[src/rtl/core/fmtcw_pkg.sv]
// Package for the FM tuner control word serializer.
// Holds word layout constants, register indexes and the divider step function.
// No dependencies.
package fmtcw_pkg;

	// Frame and field sizes.
	localparam int unsigned FRAME_BITS    = 25;
	localparam int unsigned POS_W         = 5;
	localparam int unsigned FREQ_W        = 28;
	localparam int unsigned SUM_W         = 29;
	localparam int unsigned DIVIDER_STEPS = 14;
	localparam int unsigned QUO_IDX_W     = $clog2(DIVIDER_STEPS);
	localparam int unsigned CFG_DATA_W    = 4;
	localparam int unsigned CFG_INDEX_W   = 2;

	// Tuning constants.
	localparam int unsigned TUNER_IF_HZ   = 10700000;
	localparam int unsigned FIRST_DIVISOR = 102400000;

	// Bit positions inside the control word.
	localparam int unsigned WB_SEARCH  = 24;
	localparam int unsigned WB_UP      = 23;
	localparam int unsigned WB_MONO    = 22;
	localparam int unsigned WB_DX      = 19;
	localparam int unsigned WB_SENS_HI = 17;
	localparam int unsigned WB_SENS_LO = 16;

	// Configuration register indexes.
	typedef enum logic [CFG_INDEX_W-1:0] {
		REG_MONO_MODE    = 2'd0,
		REG_DISTANT_MODE = 2'd1,
		REG_SENS_LEVEL   = 2'd2
	} cfg_reg_t;

	// Sensitivity level settings and the codes they map to.
	localparam logic [CFG_DATA_W-1:0] SENS_VERY_LOW = 4'd0;
	localparam logic [CFG_DATA_W-1:0] SENS_LOW      = 4'd1;
	localparam logic [CFG_DATA_W-1:0] SENS_MEDIUM   = 4'd2;
	localparam logic [CFG_DATA_W-1:0] SENS_RESET    = 4'd10;
	localparam logic [1:0] SCODE_VERY_LOW = 2'b11;
	localparam logic [1:0] SCODE_LOW      = 2'b01;
	localparam logic [1:0] SCODE_MEDIUM   = 2'b10;
	localparam logic [1:0] SCODE_HIGH     = 2'b00;

	typedef logic [FRAME_BITS-1:0]    word_t;
	typedef logic [SUM_W-1:0]         rem_t;
	typedef logic [DIVIDER_STEPS-1:0] quo_t;

	// Running state of the successive-subtraction divider.
	typedef struct packed {
		rem_t rem;
		quo_t quo;
	} divacc_t;

	// Runs n subtraction steps, starting at quotient bit hi and going down.
	// The divisor for quotient bit k is FIRST_DIVISOR shifted right by (13 - k).
	function automatic divacc_t div_steps(divacc_t a, int unsigned hi, int unsigned n);
		divacc_t r;
		rem_t d;
		logic [QUO_IDX_W-1:0] idx;
		r = a;
		for (int unsigned j = 0; j < n; j++) begin
			idx = QUO_IDX_W'(hi - j);
			d = rem_t'(FIRST_DIVISOR >> (DIVIDER_STEPS - 1 - idx));
			if (r.rem >= d) begin
				r.rem = r.rem - d;
				r.quo[idx] = 1'b1;
			end
		end
		return r;
	endfunction

endpackage

[src/rtl/core/fm_tuner_control_word_serializer.sv]
// FM tuner control word serializer: builds a 25-bit tuner word per item, sends it MSB first.
// The first bit strobes once the item has passed stages s1 to s4, the pending word register and the shift register.
// Throughput: set by the one-bit-per-cycle serial output;
// the next item is taken while a frame is still shifting, so frames follow with no gap.
// Reset clears all control state and loads mono 0, distant 1, sensitivity 10.
// Depends on fmtcw_pkg; the receiver cannot stall the bit stream.
module fm_tuner_control_word_serializer (
	input  logic                                 clk,
	input  logic                                 arst_n,
	input  logic                                 start,
	output logic                                 busy,
	input  logic [fmtcw_pkg::FREQ_W-1:0]         tune_freq_hz,
	input  logic                                 do_search,
	input  logic                                 search_upward,
	input  logic                                 cfg_wr_en,
	input  logic [fmtcw_pkg::CFG_INDEX_W-1:0]    cfg_index,
	input  logic [fmtcw_pkg::CFG_DATA_W-1:0]     cfg_wdata,
	output logic                                 bit_strobe,
	output logic                                 data_line,
	output logic [fmtcw_pkg::POS_W-1:0]          bit_position,
	output logic                                 last_bit
);
	import fmtcw_pkg::*;

	// Configuration registers.
	logic                  mono_q;
	logic                  distant_q;
	logic [CFG_DATA_W-1:0] sens_q;

	// Divider pipeline.
	logic    v_s1, v_s2, v_s3, v_s4;
	divacc_t acc_s1, acc_s2, acc_s3, acc_s4;
	logic    srch_s1, srch_s2, srch_s3, srch_s4;
	logic    up_s1, up_s2, up_s3, up_s4;
	divacc_t acc_next_s2, acc_next_s3, acc_next_s4, acc_fin;

	// Finished word waiting for the serializer.
	logic  pend_v_q;
	word_t pend_word_q;
	word_t word_next;
	logic [1:0] scode;

	// Serializer.
	logic             act_q;
	word_t            shift_q;
	logic [POS_W-1:0] pos_q;
	logic             accept;
	logic             load;

	assign busy   = v_s1 | v_s2 | v_s3 | v_s4 | pend_v_q;
	assign accept = start & ~busy;
	assign load   = pend_v_q & (~act_q | (pos_q == '0));

	// Configuration writes; unknown indexes are ignored.
	always_ff @(posedge clk or negedge arst_n) begin
		if (!arst_n) begin
			mono_q    <= 1'b0;
			distant_q <= 1'b1;
			sens_q    <= SENS_RESET;
		end else if (cfg_wr_en) begin
			case (cfg_index)
				REG_MONO_MODE:    mono_q    <= cfg_wdata[0];
				REG_DISTANT_MODE: distant_q <= cfg_wdata[0];
				REG_SENS_LEVEL:   sens_q    <= cfg_wdata;
				default: ;
			endcase
		end
	end

	// Four subtraction steps per stage, but two in the last stage, which feeds word assembly.
	always_comb begin
		acc_next_s2 = div_steps(acc_s1, 13, 4);
		acc_next_s3 = div_steps(acc_s2, 9, 4);
		acc_next_s4 = div_steps(acc_s3, 5, 4);
		acc_fin     = div_steps(acc_s4, 1, 2);
	end

	// Sensitivity code lookup.
	always_comb begin
		case (sens_q)
			SENS_VERY_LOW: scode = SCODE_VERY_LOW;
			SENS_LOW:      scode = SCODE_LOW;
			SENS_MEDIUM:   scode = SCODE_MEDIUM;
			default:       scode = SCODE_HIGH;
		endcase
	end

	// Control word assembly.
	always_comb begin
		word_next = '0;
		word_next[DIVIDER_STEPS-1:0] = acc_fin.quo;
		word_next[WB_SENS_HI]        = scode[1];
		word_next[WB_SENS_LO]        = scode[0];
		word_next[WB_DX]             = distant_q;
		word_next[WB_MONO]           = mono_q;
		word_next[WB_SEARCH]         = srch_s4;
		word_next[WB_UP]             = srch_s4 & up_s4;
	end

	// Pipeline valid bits and the pending word flag.
	always_ff @(posedge clk or negedge arst_n) begin
		if (!arst_n) begin
			v_s1     <= 1'b0;
			v_s2     <= 1'b0;
			v_s3     <= 1'b0;
			v_s4     <= 1'b0;
			pend_v_q <= 1'b0;
		end else begin
			v_s1 <= accept;
			v_s2 <= v_s1;
			v_s3 <= v_s2;
			v_s4 <= v_s3;
			if (v_s4) begin
				pend_v_q <= 1'b1;
			end else if (load) begin
				pend_v_q <= 1'b0;
			end
		end
	end

	// Pipeline payload.
	always_ff @(posedge clk) begin
		if (accept) begin
			acc_s1.rem <= rem_t'(tune_freq_hz) + rem_t'(TUNER_IF_HZ);
			acc_s1.quo <= '0;
			srch_s1    <= do_search;
			up_s1      <= search_upward;
		end
		acc_s2  <= acc_next_s2;
		srch_s2 <= srch_s1;
		up_s2   <= up_s1;
		acc_s3  <= acc_next_s3;
		srch_s3 <= srch_s2;
		up_s3   <= up_s2;
		acc_s4  <= acc_next_s4;
		srch_s4 <= srch_s3;
		up_s4   <= up_s3;
		if (v_s4) begin
			pend_word_q <= word_next;
		end
	end

	// Serializer control: loads a waiting word on the last bit or when idle.
	always_ff @(posedge clk or negedge arst_n) begin
		if (!arst_n) begin
			act_q <= 1'b0;
			pos_q <= '0;
		end else if (load) begin
			act_q <= 1'b1;
			pos_q <= POS_W'(FRAME_BITS - 1);
		end else if (act_q) begin
			if (pos_q == '0) begin
				act_q <= 1'b0;
			end else begin
				pos_q <= pos_q - 1'b1;
			end
		end
	end

	// Serializer shift register, MSB first.
	always_ff @(posedge clk) begin
		if (load) begin
			shift_q <= pend_word_q;
		end else if (act_q) begin
			shift_q <= {shift_q[FRAME_BITS-2:0], 1'b0};
		end
	end

	// The data pin is driven inverted.
	assign bit_strobe   = act_q;
	assign data_line    = ~shift_q[FRAME_BITS-1];
	assign bit_position = pos_q;
	assign last_bit     = act_q & (pos_q == '0);

`ifndef NO_ASSERTIONS
	// Only one item travels between the input and the serializer at a time.
	a_one_in_flight: assert property (@(posedge clk) disable iff (!arst_n)
		$onehot0({v_s1, v_s2, v_s3, v_s4, pend_v_q}))
		else $error("more than one item between input and serializer");

	// Within a frame the bit position counts down by one every cycle.
	a_pos_counts_down: assert property (@(posedge clk) disable iff (!arst_n)
		(bit_strobe && bit_position != '0) |=>
		(bit_strobe && bit_position == $past(bit_position) - 1'b1))
		else $error("frame broken or bit position skipped");

	// A waiting word starts a frame at the top bit when the line is idle.
	a_pending_starts: assert property (@(posedge clk) disable iff (!arst_n)
		(pend_v_q && !bit_strobe) |=>
		(bit_strobe && bit_position == POS_W'(FRAME_BITS - 1)))
		else $error("pending word did not start a frame");
`endif

endmodule

[config.mk]
export PLATFORM = sky130hd
export DESIGN_NAME = fm_tuner_control_word_serializer
export DESIGN_NICKNAME = d
export VERILOG_FILES = /design/src/rtl/core/fmtcw_pkg.sv /design/src/rtl/core/fm_tuner_control_word_serializer.sv
export SDC_FILE = /design/constraint.sdc
export NUM_CORES = 1
export LEC_CHECK = 0
export BUFFER_PORTS_ARGS = -buffer_cell sky130_fd_sc_hd__buf_2
export CORE_UTILIZATION = 45
export CTS_BUF_LIST = sky130_fd_sc_hd__clkbuf_8
export DETAILED_ROUTE_END_ITERATION = 16
export PLACE_DENSITY = 0.62
export SLEW_MARGIN = 10
export SYNTH_ARGS = -nofsm -noshare
export SYNTH_HDL_FRONTEND = slang
export SYNTH_SLANG_ARGS = --single-unit
[constraint.sdc]
create_clock -name clk -period 8.3 [get_ports clk]
set_clock_uncertainty 0.1 [all_clocks]
set_input_delay 1.245 -clock clk [delete_from_list [all_inputs] [get_ports clk]]
set_output_delay 1.245 -clock clk [all_outputs]
set_load 0.005 [all_outputs]
# Yosys cells after proc, flatten, opt, wreduce, memory -nomap -nowiden
# Index checks and enable logic that the tools add are counted.
# word_totals
ff_bits	210
word_cells	120
# op_classes
n_addsub	15
n_lt_le_gt_ge	14
n_eq_ne	5
n_mux	24
bitwise	12
reduce_logical	9
# ops
cell	count
$mux W29	12
$mux W25	2
$mux W30	1
$add A28 B24 Y29 const B	1
$ge A29 B14 Y1 const B	1
$ge A29 B15 Y1 const B	1
$ge A29 B16 Y1 const B	1
$ge A29 B17 Y1 const B	1
$ge A29 B18 Y1 const B	1
$ge A29 B19 Y1 const B	1
$ge A29 B20 Y1 const B	1
$ge A29 B21 Y1 const B	1
$ge A29 B22 Y1 const B	1
$ge A29 B23 Y1 const B	1
$ge A29 B24 Y1 const B	1
$ge A29 B25 Y1 const B	1
$ge A29 B26 Y1 const B	1
$ge A29 B27 Y1 const B	1
$sub A29 B15 Y29 const B	1
$sub A29 B16 Y29 const B	1
$sub A29 B17 Y29 const B	1
$sub A29 B18 Y29 const B	1
$sub A29 B19 Y29 const B	1
$sub A29 B20 Y29 const B	1
other kinds (24)	43

# Logic depth before layout (Yosys ltp)
# Gate-level depths: netlist of the first run.
# logic_depth
depth_word	8
ltp_mapped	35
ltp_nobuf	27

# Worst setup path before layout of the first run
# OpenSTA, ideal clock, no wires.
# synth_timing
path_kind	register -> register
startpoint	register acc_s3[21] (netlist name)
endpoint	register acc_s4[41] (netlist name)
arrival_time_ns	6.679
setup_slack_ns	1.392
stages_incl_launch_ff	34
path_buffers	6
cell_sequence	dfxtp_1 -> clkbuf_1 -> inv_1 -> ha_1 -> nor2b_1 -> o21ai_1 -> a21oi_1 -> clkbuf_1 -> o311ai_0 -> nand4_1 -> a211o_1 -> nand3_1 -> or4_1 -> a211o_1 -> or4_1 -> buf_2 -> nor2_8 -> inv_2 -> buf_1 -> xnor2_1 -> ha_1 -> nand2_1 -> nor3_1 -> nand3_1 -> a22oi_1 -> nor4b_2 -> a211oi_1 -> and2_1 -> buf_6 -> inv_2 -> buf_6 -> o211a_4 -> nand4_1 -> xnor2_1
# synth_lines
element	line	source
start, declared	fm_tuner_control_word_serializer.sv:32	divacc_t acc_s1, acc_s2, acc_s3, acc_s4;
start signal, assigned	fm_tuner_control_word_serializer.sv:132	acc_s3 <= acc_next_s3;
end signal, assigned	fm_tuner_control_word_serializer.sv:135	acc_s4 <= acc_next_s4;
end, declared	fm_tuner_control_word_serializer.sv:32	

==> results of run 1 <==
state kept, by name, summed over array words and instances (netlist names), 8 cells and up:
register / cells
acc_s3: 29
shift_q: 25
acc_next_s4: 8
acc_s4: 29
pend_word_q: 20
acc_fin: 12
acc_s2: 29
acc_s1: 29
critical path: cells and delay by family, from the launching register on:
| kind | cells | cell delay [ns] |
|---|---|---|
| AO/OA/AOI/OAI | 5 | 1.25 |
| adder cells (fa/ha/maj) | 1 | 0.22 |
| flip-flops | 1 | 0.39 |
| XOR/XNOR | 2 | 0.38 |
| buffers and inverters | 2 | 0.29 |
| AND/OR/NAND/NOR | 14 | 4.40 |
| multiplexers | 1 | 0.45 |
worst min-delay path by stage:
stage,startpoint,to,slack [ns],depth (start not counted)
after floorplan,acc_next_s4[10],acc_fin[10],0.21,0
after global placement,acc_next_s3[13],acc_next_s4[13],0.21,0
after detailed placement,acc_next_s4[9],acc_fin[9],0.21,0
after CTS,up_s2,up_s3,0.22,0
after global routing,acc_next_s3[12],acc_next_s4[12],0.23,0
final,up_s2,up_s3,0.22,0
cell type report:
class / count / area, um2
well taps: 448 / 560.5
fillers: 3193 / 16590
flip-flops and latches: 210 / 5054
inverters: 66 / 247.7
clock buffers: 46 / 633.1
repair buffers: 88 / 553.0
clock inverters: 21 / 188.9
multi-input cells: 1469 / 9787
cell families (layout without fill, tap and decap cells):
| group | Yosys count | in the layout | share of synthesized area [%] |
|---|---|---|---|
| compound gates | 521 | 521 | 24.08 |
| flops | 210 | 210 | 32.76 |
| xor+xnor | 166 | 166 | 9.474 |
| mux | 55 | 55 | 3.869 |
| simple gates | 710 | 710 | 24.56 |
| buf+inv | 135 | 221 | 3.901 |
| fa+ha+maj | 17 | 17 | 1.355 |
metal layers:
metal  track usage (%)  vias up
li1                  -     6991
met1             31.02     6750
met2             41.18      433
met3             2.946       83
met4             8.071        0
met5                 0        -
metrics by stage:
stage / util (%) / setup WS (ns) / area [um2]
floorplan: - / 1.392 / 15430
global placement: 48.15 / 0.6067 / 16190
detailed placement: 48.15 / 0.4834 / 16190
CTS: 50.59 / 0.4327 / 17010
global route: 50.64 / 0.1588 / 17020
finish: 50.64 / 0.6791 / 17020
layout by cell type, fill, tap and decap left out, types with 32 or more instances in the layout:
cell type  instances
clkbuf_8          46
xor2_1            48
inv_1             67
nand3_1           58
nand2_1          145
a21oi_1          101
nor3_1            72
a31oi_1           35
nor2_1           160
buf_2             48
o21ai_0           76
buf_4             39
dfxtp_1          117
nor4_1            32
xnor2_1          117
edfxtp_1          76
what timing repair did:
| action | 4_1_cts | 5_1_grt |
|---|---|---|
| endpoints found under the setup margin | 0 | 6 |
| resized for setup | 0 | 5 |
| hold buffers | 0 | 0 |
==> run metrics, run 1 <==
FMAX roughly 130 MHz; Clock Latency Late Sink 0.56 ns; WP data arrival 7.95 ns; share of cells above drive strength 1 14.58%; Clock Pin Slew Worst Setup and Hold Paths 0.06 ns; die footprint approximately 0.035 mm2; Mapped Cells ~1800; worst setup path end acc_s4[42]; Final GP Congestion just over 0.9; status finished clean; HP Class flip-flop to flip-flop; first-pass GRT wire length between 60 and 70 mm; GR Overflow Total 0; via count between 10000 and 15000; count leader, synth nor2_1; syn avg cell area 8.504 um2; CTS tree done; Hold WS about 0.22 ns; Core Footprint approximately 0.034 mm2; post-synthesis cell area roughly 0.015 mm2; reg2reg setup slack just under 0.7 ns; # diodes 0; met2 WL about 20 mm; Post-synth EDFFs 76; # DRC 0; crit path from acc_s3[35]; met1 WL between 15 and 20 mm; final hold vios 0; Synth top area share 15.18%; global-route usage over all layers 23.97%; cell type with the largest total area after synthesis dfxtp_1; Initial Util 45.89%; Inst Count DP 2281; Routed WL 42.34 mm; worst stage delay on the critical path 0.60 ns; num rows 67; Setup-failing EPs final 0; Slew headroom 23.51%; routed length on met3 1.972 mm; predominant post-synthesis flop cell dfxtp_1; CP required 8.63 ns; asr flop ratio synth 8.095%; die extent in x ~190 um; most frequent cells after synthesis nor2_1, nand2_1, dfxtp_1, xnor2_1, a21oi_1; Worst R2R End acc_s4[42]; Yosys cell types roughly 130; PortBufs 48; critical path peak fanout 15; crit path time final 7.621 ns; register area share after synthesis 32.76%; post-CTS setup buffer count 0; Worst-Margin Slew roughly 1.1 ns; flops & latches, synth 210; Worst path slowest cell or4_4; CTS max path bufs 3; Top Ports 49; Via density 6.072; Die Ht about 190 um; WL/cell 18.03 um; Yosys warnings 0; Final Non-Filler Cells 2348; topmost layer with routed signal wires met4; number of max-cap violations 0; Mapped Nets 1869; critical path class flip-flop to flip-flop; antenna violations before repair 0; root buffer cell clkbuf_8; Layout area overhead 10.36%; number of global-route vias before repair around 14000; Synth area leaders dfxtp_1, edfxtp_1, xnor2_1; CP Capture Type flip-flop; hpwl dp 32.70 mm; Antenna Violating Nets Remaining 0; drt first pass iters 6; Final Cycle Share 91.82%; Final Max Slew Viols 0; RSZ-0062 raised after global routing false; Post-Route Setup TNS 0 ns; Startpoint Class flip-flop; initial DRC count approximately 1200; TritonCTS buffer count 37; r2r startpoint acc_s3[35]; CTS Sinks 210; Max H-tree Level 2; fin nets 1927; Reg2Reg Depth 25; largest net degree at the start of global routing 33
Power of run 1 is left out: the tool's default activity adds up to more than one toggle a clock period on the data nets, which glitch-free logic cannot reach.
==> run 2: changes to the inputs <==
- CORE_UTILIZATION: 45 -> 30
- PLACE_DENSITY: 0.62 -> 0.45
==> run metrics, run 2 (synthesis results as in run 1) <==
Startpoint Class flip-flop (unchanged); # DRC 0 (unchanged); critical path class flip-flop to flip-flop (unchanged); Final Cycle Share 94.53% (was 91.82%); Worst-Margin Slew 1.121 ns (was 1.118 ns); Crit path depth 25 (unchanged); Routed WL 46.74 mm (was 42.34 mm); share of cells above drive strength 1 13.86% (was 14.58%); FILL cells 5312 (was 3193); PortBufs 48 (unchanged); drt first pass iters 6 (unchanged); WHS Path Cells 0 (unchanged); most frequent cells in the layout nor2_1, nand2_1, xnor2_1, dfxtp_1, a21oi_1 (unchanged); die footprint 0.05233 mm2 (was 0.03503 mm2); CP Capture Type flip-flop (unchanged); Register Area 0.005054 mm2 (unchanged); CTS tree done (unchanged); Clock Latency Late Sink 0.60 ns (was 0.56 ns); via count 14180 (was 14260); Worst path slowest cell or4_1 (was or4_4); CTS max path bufs 3 (unchanged); root buffer cell clkbuf_8 (unchanged); Max H-tree Level 2 (unchanged); initial DRC count 899 (was 1210); num rows 82 (was 67); TritonCTS buffer count 39 (was 37); Post-Route Setup TNS 0 ns (unchanged); most common cell after layout, fill and taps aside nor2_1 (unchanged); status finished clean (unchanged); multi-input logic area 0.009788 mm2 (was 0.009787 mm2); Final GP Congestion 0.8580 (was 0.9091); number of max-cap violations 0 (unchanged); CP top delay family simple AND/OR/NAND/NOR gates (unchanged); WP buf/inv 2 (unchanged); hpwl dp 36.23 mm (was 32.70 mm); global-route usage over all layers 17.44% (was 23.97%); worst stage delay on the critical path 0.70 ns (was 0.60 ns); fin nets 1916 (was 1927); first-pass GRT wire length 74.00 mm (was 69.85 mm); WL/cell 18.22 um (was 18.03 um); Layout area overhead 11.78% (was 10.36%); FMAX 127.5 MHz (was 131.2 MHz); die extent in x 228.8 um (was 187.2 um); final hold vios 0 (unchanged); CTS Sinks 210 (unchanged); critical path peak fanout 15 (unchanged); CP required 8.69 ns (was 8.63 ns); hold_buf cts 0 (unchanged); Final Max Slew Viols 0 (unchanged); antenna violations before repair 1 (was 0); Top Ports 49 (unchanged); post-CTS setup buffer count 0 (unchanged); Core Footprint 0.05048 mm2 (was 0.03362 mm2); Clock Pin Slew Worst Setup and Hold Paths 0.06 ns (about the same); Slew headroom 25.06% (was 23.51%); RSZ-0062 raised after global routing false (unchanged); Initial Util 30.56% (was 45.89%); Setup-failing EPs final 0 (unchanged); Die Ht 228.8 um (was 187.2 um); WP data arrival 8.23 ns (was 7.95 ns); Reg2Reg Depth 25 (unchanged); crit path time final 7.846 ns (was 7.621 ns); Antenna Violating Nets Remaining 0 (unchanged); number of global-route vias before repair 13450 (was 13810); largest net degree at the start of global routing 33 (unchanged); Via density 5.528 (was 6.072); GR Overflow Total 0 (unchanged); HP Class flip-flop to flip-flop (unchanged)
-- run 2: changes by cell type in the layout (fill, tap and decap cells not counted), moves of 2 or more --
cell / delta
bufinv_16: +2
clkinv_1: +4
clkinv_8: -2
diode_2: +2
inv_8: +2
buf_4: -12
-- run 2: what timing repair did --
item                                    in CTS  in global routing
resized for setup                            0                  3
hold endpoints to repair                     0                  0
endpoints found under the setup margin       0                 15
-- run 2: cell type report --
class / count / share of cell area [%]
timing repair buffer: 75 / 2.569
clock inverter: 26 / 1.422
inverter: 66 / 1.437
clock buffer: 45 / 3.592
antenna: 2 / 0.02903
multi-input combinational: 1469 / 56.77
tap: 672 / 4.876
sequential: 210 / 29.31
-- run 2: per-layer routing --
metal  track usage (%)  wire (um)  share of wire [%]
met5                 0          0                  0
met4             5.348       1012                2.2
met3             2.507       2072                4.4
met2             27.57      20920                 45
met1             24.38      22730                 49
-- run 2: stage by stage --
stage	hold slack [ns]	utilization, %	std cells	setup slack, ns	area [um2]
floorplan	0.2096	-	1814	1.392	15430
global placement	0.2105	32.40	2492	0.5591	16360
detailed placement	0.2121	32.40	2492	0.4294	16360
CTS	0.2049	34.12	2563	0.3759	17220
global route	0.2049	34.16	2565	0.04949	17240
finish	0.2110	34.16	2565	0.4541	17240
-- run 2: final timing paths --
path	slack, ns	from	end
max reg2reg	0.45	acc_s3[35]	acc_s4[42]
min	0.21	acc_next_s4[7]	acc_fin[7]
min in group asynchronous	0.47	arst_n	sens_q[0]
max in group asynchronous	7.30	arst_n	distant_q
min reg2reg	0.21	acc_next_s4[7]	acc_fin[7]
max	0.45	acc_s3[35]	acc_s4[42]
Power of run 2 is left out for the same reason.
==> run 3: changes to the inputs <==
- ABC_AREA: not set -> 1
==> run metrics, run 3 <==
status finished clean (unchanged); number of global-route vias before repair 16680 (was 13450); Max H-tree Level 2 (unchanged); worst stage delay on the critical path 0.44 ns (was 0.70 ns); asr flop ratio synth 8.095% (unchanged); Synth area leaders nand2_1, dfxtp_1, edfxtp_1 (was dfxtp_1, edfxtp_1, xnor2_1); Yosys warnings 0 (unchanged); CTS max path bufs 3 (unchanged); Final GP Congestion 0.8888 (was 0.8580); Worst-Margin Slew 1.064 ns (was 1.121 ns); Die Ht 244.6 um (was 228.8 um); CP Capture Type flip-flop (unchanged); share of cells above drive strength 1 12.18% (was 13.86%); HP Class flip-flop to flip-flop (unchanged); Inst Count DP 3614 (was 2492); hpwl dp 41.95 mm (was 36.23 mm); Yosys cell types 55 (was 128); fin nets 2947 (was 1916); post-synthesis cell area 0.01766 mm2 (was 0.01543 mm2); GR Overflow Total 0 (unchanged); predominant post-synthesis flop cell dfxtp_1 (unchanged); Hold WS 0.2226 ns (was 0.2110 ns); Antenna Violating Nets Remaining 0 (unchanged); CP required 8.70 ns (was 8.69 ns); PortBufs 48 (unchanged); most frequent cells after synthesis nand2_1, inv_1, nor2_1 (was nor2_1, nand2_1, dfxtp_1, xnor2_1, a21oi_1); Layout area overhead 9.355% (was 11.78%); GR peak layer met2 (unchanged); RSZ-0062 raised after global routing false (unchanged); drt first pass iters 5 (was 6); Reg2Reg Depth 35 (was 25); Final Non-Filler Cells 3690 (was 2565); critical path class flip-flop to flip-flop (unchanged); cell type with the largest total area after synthesis nand2_1 (was dfxtp_1); initial DRC count 1084 (was 899); Final Cycle Share 76.34% (was 94.53%); Initial Util 30.49% (was 30.56%); largest net degree at the start of global routing 33 (unchanged); final hold vios 0 (unchanged); # DRC 0 (unchanged); WP data arrival 6.74 ns (was 8.23 ns); post-CTS setup buffer count 0 (unchanged); die extent in x 244.6 um (was 228.8 um); Setup-failing EPs final 0 (unchanged); Via density 4.681 (was 5.528); most frequent cells in the layout nand2_1, inv_1, nor2_1, nand3_1, dfxtp_1 (was nor2_1, nand2_1, xnor2_1, dfxtp_1, a21oi_1); crit path time final 6.336 ns (was 7.846 ns); WHS Path Cells 0 (unchanged); Routed WL 51.86 mm (was 46.74 mm); met1 Use GR 22.39% (was 24.38%); most common cell after layout, fill and taps aside nand2_1 (was nor2_1); flops & latches, synth 210 (unchanged); hold_buf cts 0 (unchanged); WL/cell 14.05 um (was 18.22 um); syn avg cell area 6.206 um2 (was 8.504 um2); Worst path slowest cell nand2_2 (was or4_1); FMAX 157.8 MHz (was 127.5 MHz); Final Worst Setup Slack 1.964 ns (was 0.4541 ns); first-pass GRT wire length 84.64 mm (was 74.00 mm); TritonCTS buffer count 41 (was 39); CP dominant cell by count nand2_1; Post-Route Setup TNS 0 ns (unchanged); Clock Pin Slew Worst Setup and Hold Paths 0.06 ns (about the same); Post-synth EDFFs 76 (unchanged); antenna violations before repair 1 (unchanged); Top Ports 49 (unchanged); number of max-cap violations 0 (unchanged); Final Max Slew Viols 0 (unchanged); CTS tree done (unchanged); Post-CTS Resized 0 (unchanged); Core Footprint 0.05792 mm2 (was 0.05048 mm2); Synth top area share 22.09% (was 15.18%); via count 17270 (was 14180); die footprint 0.05983 mm2 (was 0.05233 mm2); M2 GR Usage 30.19% (was 27.57%); Startpoint Class flip-flop (unchanged); Clock Latency Late Sink 0.59 ns (was 0.60 ns); FILL cells 6519 (was 5312); CTS Sinks 210 (unchanged); num rows 88 (was 82); Mapped Cells 2845 (was 1814); Mapped Nets 2900 (was 1869); critical path peak fanout 32 (was 15); global-route usage over all layers 17.30% (was 17.44%); register area share after synthesis 28.62% (was 32.76%); met3 usage 2.052% (was 2.507%); count leader, synth nand2_1 (was nor2_1); worst slack at placement 1.986 ns (was 0.4294 ns); root buffer cell clkbuf_8 (unchanged); Slew headroom 29.04% (was 25.06%)
-- run 3: cell count changes after synthesis, moves of 65 or more --
cell,change
inv_1,+284
nand2_1,+894
nand2_2,+65
nand3_1,+222
nor2_1,+128
xnor2_1,-97
-- run 3: final timing paths --
path	from	end	slack (ns)
max	acc_s3[21]	acc_s4[18]	1.96
min	up_s3	up_s4	0.22
max reg2reg	acc_s3[21]	acc_s4[18]	1.96
min reg2reg	up_s3	up_s4	0.22
max in group asynchronous	arst_n	distant_q	7.30
min in group asynchronous	arst_n	bit_position[1]	0.47
-- run 3: per-stage QoR --
step / cell area (um2) / util (%)
finish: 19310 / 33.34
global route: 19310 / 33.34
CTS: 19300 / 33.33
detailed placement: 18480 / 31.90
global placement: 18480 / 31.90
floorplan: 17660 / -
-- run 3: area by class of cell --
type / instances / area [um2] / area share (%)
well taps: 765 / 957.2 / 4.958
clock inverters: 32 / 236.5 / 1.225
inverters: 398 / 1494 / 7.738
flip-flops and latches: 210 / 5054 / 26.17
clock buffers: 43 / 591.8 / 3.065
diodes: 1 / 2.502 / 0.01296
repair buffers: 51 / 262.8 / 1.361
multi-input cells: 2190 / 10710 / 55.47
-- run 3: cells by family (layout without fill, tap and decap cells) --
group / Yosys count / in the layout / synth area share (%)
other cells: 0 / 1 / 0
flops: 210 / 210 / 28.62
compound gates: 152 / 152 / 5.216
xor+xnor: 119 / 119 / 5.903
fa+ha+maj: 15 / 15 / 1.063
buf+inv: 445 / 524 / 10.75
mux: 3 / 3 / 0.1913
simple gates: 1901 / 1901 / 48.25
-- run 3: routing by layer --
| layer | vias up | share of wire [%] |
|---|---|---|
| li1 | 9080 | - |
| met1 | 7830 | 47 |
| met2 | 290 | 48 |
| met3 | 74 | 2.9 |
| met4 | 0 | 2.0 |
| met5 | - | 0 |
-- run 3: critical path: cells and delay by family, from the launching register on --
| kind | cells | cell delay [ns] |
|---|---|---|
| simple gates | 26 | 4.37 |
| buf+inv | 6 | 0.68 |
| compound gates | 2 | 0.44 |
| flops | 1 | 0.43 |
| fa+ha+maj | 1 | 0.24 |
Power of run 3 is left out for the same reason.
